**config.mk**
```make
export PLATFORM = sky130hd
export DESIGN_NAME = brs_iir
export DESIGN_NICKNAME = d
export VERILOG_FILES = /design/src/rtl/brs_pkg.sv /design/src/rtl/brs_iir.sv
export SDC_FILE = /design/constraint.sdc
export NUM_CORES = 2
export LEC_CHECK = 0
export BUFFER_PORTS_ARGS = -buffer_cell sky130_fd_sc_hd__buf_2
export CAP_MARGIN = 5
export CORE_ASPECT_RATIO = 0.5
export CORE_MARGIN = 5
export CORE_UTILIZATION = 30
export DETAILED_ROUTE_END_ITERATION = 8
export SYNTH_ARGS = -nofsm -noshare
export SYNTH_HDL_FRONTEND = slang
export SYNTH_SLANG_ARGS = --single-unit
```
**constraint.sdc**
```tcl
create_clock -name clk -period 21.9 [get_ports clk]
set_clock_uncertainty 0.1 [all_clocks]
set_input_delay 1.095 -clock clk [delete_from_list [all_inputs] [get_ports clk]]
set_output_delay 1.095 -clock clk [all_outputs]
set_load 0.05 [all_outputs]
```
**src/rtl/brs_pkg.sv**
```systemverilog
// brs_pkg: shared types, register codes and widths for the boxcar-rise / exp-decay shaper
// used by brs_cell, brs_window, brs_iir and boxcar_rise_exp_decay_shaper_core
`timescale 1ns / 1ps

package brs_pkg;

	// default structure sizes
	localparam int RISE_MAX_DEF    = 64;
	localparam int SAMPLE_BITS_DEF = 16;

	// fixed field widths
	localparam int CHARGE_W  = 16;
	localparam int DECAY_W   = 16;
	localparam int WLEN_W    = 7;
	localparam int RECIP_W   = 17;
	localparam int CFG_W     = 17;
	localparam int CFG_IDX_W = 2;
	localparam int SHAPED_W  = 48;
	localparam int FRAC_W    = 16;
	localparam int OUT_W     = 32;

	// register reset values
	localparam logic [DECAY_W-1:0] DECAY_RST = 16'd63488;
	localparam logic [WLEN_W-1:0]  WLEN_RST  = 7'd1;
	localparam logic [RECIP_W-1:0] RECIP_RST = 17'd65536;

	typedef enum logic [CFG_IDX_W-1:0] {
		REG_DECAY  = 2'd0,
		REG_WINDOW = 2'd1,
		REG_RECIP  = 2'd2
	} reg_index_t;

	typedef struct packed {
		logic [CHARGE_W-1:0] charge;
		logic                start_of_record;
	} in_item_t;

	typedef struct packed {
		logic [OUT_W-1:0] shaped;
		logic             saturated;
	} out_item_t;

	// per-cell control from the window logic
	typedef struct packed {
		logic write;
		logic clear;
		logic active;
	} cell_ctl_t;

	// first pipeline stage as seen by the filter stages
	typedef struct packed {
		logic valid;
		logic clear;
	} stage_t;

endpackage

```
**src/rtl/brs_iir.sv**
```systemverilog
// brs_iir: boxcar average multiply, single-pole decay update and output register
// depends on brs_pkg
`timescale 1ns / 1ps

module brs_iir #(
	parameter int TOT_W = brs_pkg::SAMPLE_BITS_DEF + 6
) (
	input  logic                           clk,
	input  logic                           arst_n,
	input  brs_pkg::stage_t                s1,
	input  logic [TOT_W-1:0]               total,
	input  logic [brs_pkg::RECIP_W-1:0]    recip,
	input  logic [brs_pkg::DECAY_W-1:0]    decay,
	input  logic                           result_stall,
	output logic                           take,
	output logic                           result_valid,
	output brs_pkg::out_item_t             result
);

	localparam int AVG_W = TOT_W + brs_pkg::RECIP_W;
	localparam int DEC_W = brs_pkg::SHAPED_W + brs_pkg::DECAY_W;
	localparam int SUM_W = ((AVG_W > brs_pkg::SHAPED_W) ? AVG_W : brs_pkg::SHAPED_W) + 1;

	logic                         v_s2;
	logic                         clear_s2;
	logic [AVG_W-1:0]             avg_s2;
	logic                         v_q;
	logic [brs_pkg::SHAPED_W-1:0] shaped_q;
	logic                         sat_q;
	logic                         en2;
	logic                         en3;
	logic [brs_pkg::SHAPED_W-1:0] base;
	logic [DEC_W-1:0]             prod;
	logic [SUM_W-1:0]             sum;
	logic                         sat;

	assign en3  = !v_q || !result_stall;
	assign en2  = !v_s2 || en3;
	assign take = en2;

	always_comb begin
		base = clear_s2 ? '0 : shaped_q;
		prod = DEC_W'(base) * DEC_W'(decay);
		sum  = SUM_W'(prod[DEC_W-1:brs_pkg::FRAC_W]) + SUM_W'(avg_s2);
		sat  = |sum[SUM_W-1:brs_pkg::SHAPED_W];
	end

	always_ff @(posedge clk) begin
		if (en2) begin
			avg_s2   <= AVG_W'(total) * AVG_W'(recip);
			clear_s2 <= s1.clear;
		end
	end

	always_ff @(posedge clk or negedge arst_n) begin
		if (!arst_n) begin
			v_s2     <= 1'b0;
			v_q      <= 1'b0;
			shaped_q <= '0;
			sat_q    <= 1'b0;
		end else begin
			if (en2) begin
				v_s2 <= s1.valid;
			end
			if (en3) begin
				v_q <= v_s2;
				if (v_s2) begin
					shaped_q <= sat ? '1 : sum[brs_pkg::SHAPED_W-1:0];
					sat_q    <= sat;
				end
			end
		end
	end

	assign result_valid     = v_q;
	assign result.shaped    = shaped_q[brs_pkg::SHAPED_W-1:brs_pkg::FRAC_W];
	assign result.saturated = sat_q;

endmodule

```
==> impl.org <==
** Worst hold path
- The worst hold path was traced through 2 stages.
- The path class of the tightest hold or removal check is register to register.

** GRT
- The number of antenna violations at the first check in global routing was 12.
- GR Util All Layers :: 16.1%
- Final global-route overflow total :: 0
- The first global-routing pass estimated 187 mm of wire.
- Largest net degree at the start of global routing :: 86
- Vias in the first global route :: 32.7k

** Floorplan
- Initial Utilization :: 30.2%
- Ports :: 95
- Die span in x :: 535 microns
- The die covers 146000 sq um.
- Die boundary height :: 272 microns
- Core box area :: 137000 sq um
- The floorplan has 96 rows.

** Timing
- Sum of negative setup slack :: 0 ps
- Transition at the pin with the smallest max-transition slack :: 1210 ps
- Of the available clock period, the critical path in the final layout requires 49.3%.
- Static timing analysis puts the maximum clock frequency at 92.6 MHz.
- Pins Over Slew Limit :: 0
- Setup repair after global routing left no endpoint under its margin.
- Tightest slew margin relative to the limit :: 18.8%
- Counting I/O delays and the setup requirement, the final critical path takes 10800 ps.
- Setup violations remaining at the end of the flow were counted as 0.
- Final hold viol count :: 0

** Detailed routing
- Number of detailed-routing iterations run before antenna repair :: 5
- Final wirelength :: 115 mm
- In the final routed layout, each cell accounts on average for 17.8 microns.
- Final antenna-violating net count :: 0
- For this block, the via count after detailed routing is 31.1k.
- Starting DRT DRC Count :: 1995
- Post-route DRC violation count :: 0
- In the routed layout, each cell is associated on average with a via count of 4.82.

** Setup path
- Worst path slowest cell :: sky130_fd_sc_hd__nor2b_2
- At the worst endpoint, the arrival time is 10890 ps.
- The worst setup path is launched from a register.
- On the worst path, the slowest cell contributes a delay of 1020 ps.
- Critical path peak fanout :: 48
- In this design, the critical path's most frequently occurring cell is sky130_fd_sc_hd__fa_1.
- The worst setup path is captured at a register.
- Worst Setup Path Type :: register to register
- Data required time at the worst endpoint :: 21990 ps
- Measured in cells, the most critical reg-to-reg path has a length of 32.

** Logic synthesis
- A synthesized cell averages 8.71 sq um.
- In this run, synthesis produced a sequential element count of 91.
- After synthesis, the netlist uses 90 different library cells.
- Syn Nets :: 6030
- Of all cell types, the one taking the most synthesized area is sky130_fd_sc_hd__fa_1.
- Area of the mapped netlist :: 41300 sq um
- Post-synthesis instance total :: 4739
- Main area contributors after synthesis :: sky130_fd_sc_hd__fa_1, sky130_fd_sc_hd__inv_1, sky130_fd_sc_hd__ha_1
- For this run, asynchronously set or reset flops after synthesis account for 56.0%.
- Counting flops with a built-in enable in the synthesized netlist gives 40.
- Of the post-synthesis cell area, the dominant cell type holds 45.6%.
- Sequential cells were found to cover 6.00% of the synthesized design area.
- YS warnings :: 0
- Dominant synthesized flop cell :: sky130_fd_sc_hd__dfrtp_1

** Clock network
- CTS saw 91 sinks.
- Clk root buf :: sky130_fd_sc_hd__clkbuf_16
- Number of buffers inserted by hold repair at cts :: 0
- After clock tree synthesis, the clock-pin slew on the worst setup and hold paths is 60 ps.
- TritonCTS clock tree :: built
- Clock latency on the worst-skew pair :: 350 ps
- The H-tree was split into 3 levels.
- Post-CTS resize count :: 0
- TritonCTS created 9 clock buffers.
- The clock passes through at most 2 buffers.
- Post-CTS setup buffers :: 0

** Final layout
- Compared with the post-synthesis result, the final layout area differs by 5.50%.
- Count of nets after finishing :: 5919
- The post-route netlist has 4.45% of its cells at a drive strength greater than 1.

** Run status
- Outcome :: finished, final reports clean

** Flow run
- Number of violations of the max-capacitance limit :: 0

** Placement
- Placer congestion estimate :: 0.917
- Half-perimeter wire length after placement :: 91.0 mm
- Port buffering added 94 buffers.
==> cell usage in the layout, fill, tap and decap left out, types with 22 or more instances in the layout <==
cell type                  Yosys  layout
sky130_fd_sc_hd__and2_1      380     379
sky130_fd_sc_hd__ha_1        290     290
sky130_fd_sc_hd__inv_1       989     989
sky130_fd_sc_hd__a31oi_1      51      51
sky130_fd_sc_hd__o21ai_0      78      78
sky130_fd_sc_hd__nor2b_1      56      40
sky130_fd_sc_hd__a21oi_1     150     150
sky130_fd_sc_hd__a21o_1       40      40
sky130_fd_sc_hd__nand4_1      31      31
sky130_fd_sc_hd__buf_2        12      94
sky130_fd_sc_hd__fa_1        941     941
sky130_fd_sc_hd__nand2_1     865     865
sky130_fd_sc_hd__nor2_1      127     127
sky130_fd_sc_hd__o21a_1       22      22
sky130_fd_sc_hd__nor3_1       22      22
sky130_fd_sc_hd__nand3_1      27      26
sky130_fd_sc_hd__buf_4        33      50
sky130_fd_sc_hd__dfrtp_1      51      51
sky130_fd_sc_hd__edfxtp_1     40      40
sky130_fd_sc_hd__xnor2_1      75      75
sky130_fd_sc_hd__xor2_1       45      45
==> state kept, by name, summed over array words and instances (netlist names) <==
register,cells
avg_s2,39
v_s2,1
clear_s2,1
shaped_q,48
sat_q,1
result_valid,1
==> metal layers <==
metal	track usage, %	part of all wire [%]	vias to the layer above
met2	25.9	45	1060
li1	-	-	13900
met5	0	0.049	-
met1	22.5	45	15900
met4	3.81	2.5	8
met3	3.01	7.8	130
==> worst paths after layout <==
check	start	to	slack, ps
worst max-delay path	clear_s2	shaped_q[34]	11100
min in group asynchronous	arst_n	v_s2	740
worst min-delay path	shaped_q[11]	shaped_q[11]	390
worst max register to register	clear_s2	shaped_q[34]	11100
max in group asynchronous	arst_n	shaped_q[35]	20470
worst min register to register	shaped_q[11]	shaped_q[11]	390
==> cell type report <==
cell class | instances | area, sq um
multi-input cells | 3393 | 34000
inverters | 989 | 3710
clock inverters | 3 | 21.3
flip-flops and latches | 91 | 2480
clock buffers | 13 | 260
repair buffers | 144 | 846
fillers | 14400 | 93400
well taps | 1813 | 2270
diodes | 6 | 15.0
==> per-stage QoR <==
stage / cells / setup WS [ps] / util [%] / hold slack (ps) / cell area [sq um]
floorplan: 4739 / 12620 / - / 342 / 41300
global placement: 6430 / 10990 / 31.6 / 363 / 43300
detailed placement: 6430 / 11000 / 31.6 / 383 / 43300
CTS: 6446 / 11220 / 31.8 / 397 / 43600
global route: 6448 / 10420 / 31.8 / 428 / 43600
finish: 6452 / 11100 / 31.8 / 391 / 43600
==> Yosys cell counts (7+ instances only) <==
cell type,instances
sky130_fd_sc_hd__a211oi_1,11
sky130_fd_sc_hd__a21boi_0,8
sky130_fd_sc_hd__a21o_1,40
sky130_fd_sc_hd__a21oi_1,150
sky130_fd_sc_hd__a31oi_1,51
sky130_fd_sc_hd__and2_1,380
sky130_fd_sc_hd__buf_2,12
sky130_fd_sc_hd__buf_4,33
sky130_fd_sc_hd__clkbuf_1,212
sky130_fd_sc_hd__dfrtp_1,51
sky130_fd_sc_hd__edfxtp_1,40
sky130_fd_sc_hd__fa_1,941
sky130_fd_sc_hd__ha_1,290
sky130_fd_sc_hd__inv_1,989
sky130_fd_sc_hd__nand2_1,865
sky130_fd_sc_hd__nand2b_1,20
sky130_fd_sc_hd__nand3_1,27
sky130_fd_sc_hd__nand4_1,31
sky130_fd_sc_hd__nor2_1,127
sky130_fd_sc_hd__nor2b_1,56
sky130_fd_sc_hd__nor3_1,22
sky130_fd_sc_hd__o211ai_1,10
sky130_fd_sc_hd__o21a_1,22
sky130_fd_sc_hd__o21ai_0,78
sky130_fd_sc_hd__o21bai_1,15
sky130_fd_sc_hd__o31ai_1,10
sky130_fd_sc_hd__or3_1,7
sky130_fd_sc_hd__xnor2_1,75
sky130_fd_sc_hd__xor2_1,45
==> cell families after synthesis <==
kind of cell    synth area share [%]
simple gates                    18.0
buf+inv                         11.9
mux                           0.0515
flops                           6.00
xor+xnor                        2.55
compound gates                  7.17
fa+ha+maj                       54.4
==> critical path: cells and delay by family, from the launching register on <==
family                   cells  cell delay [ps]
AO/OA/AOI/OAI               11             3100
flip-flops                   1              360
XOR/XNOR                     2              450
buffers and inverters        2              390
adder cells (fa/ha/maj)      8             3780
AND/OR/NAND/NOR              9             2410
Power is left out: the tool's default activity adds up to more than one toggle a clock period on the data nets, which glitch-free logic cannot reach.
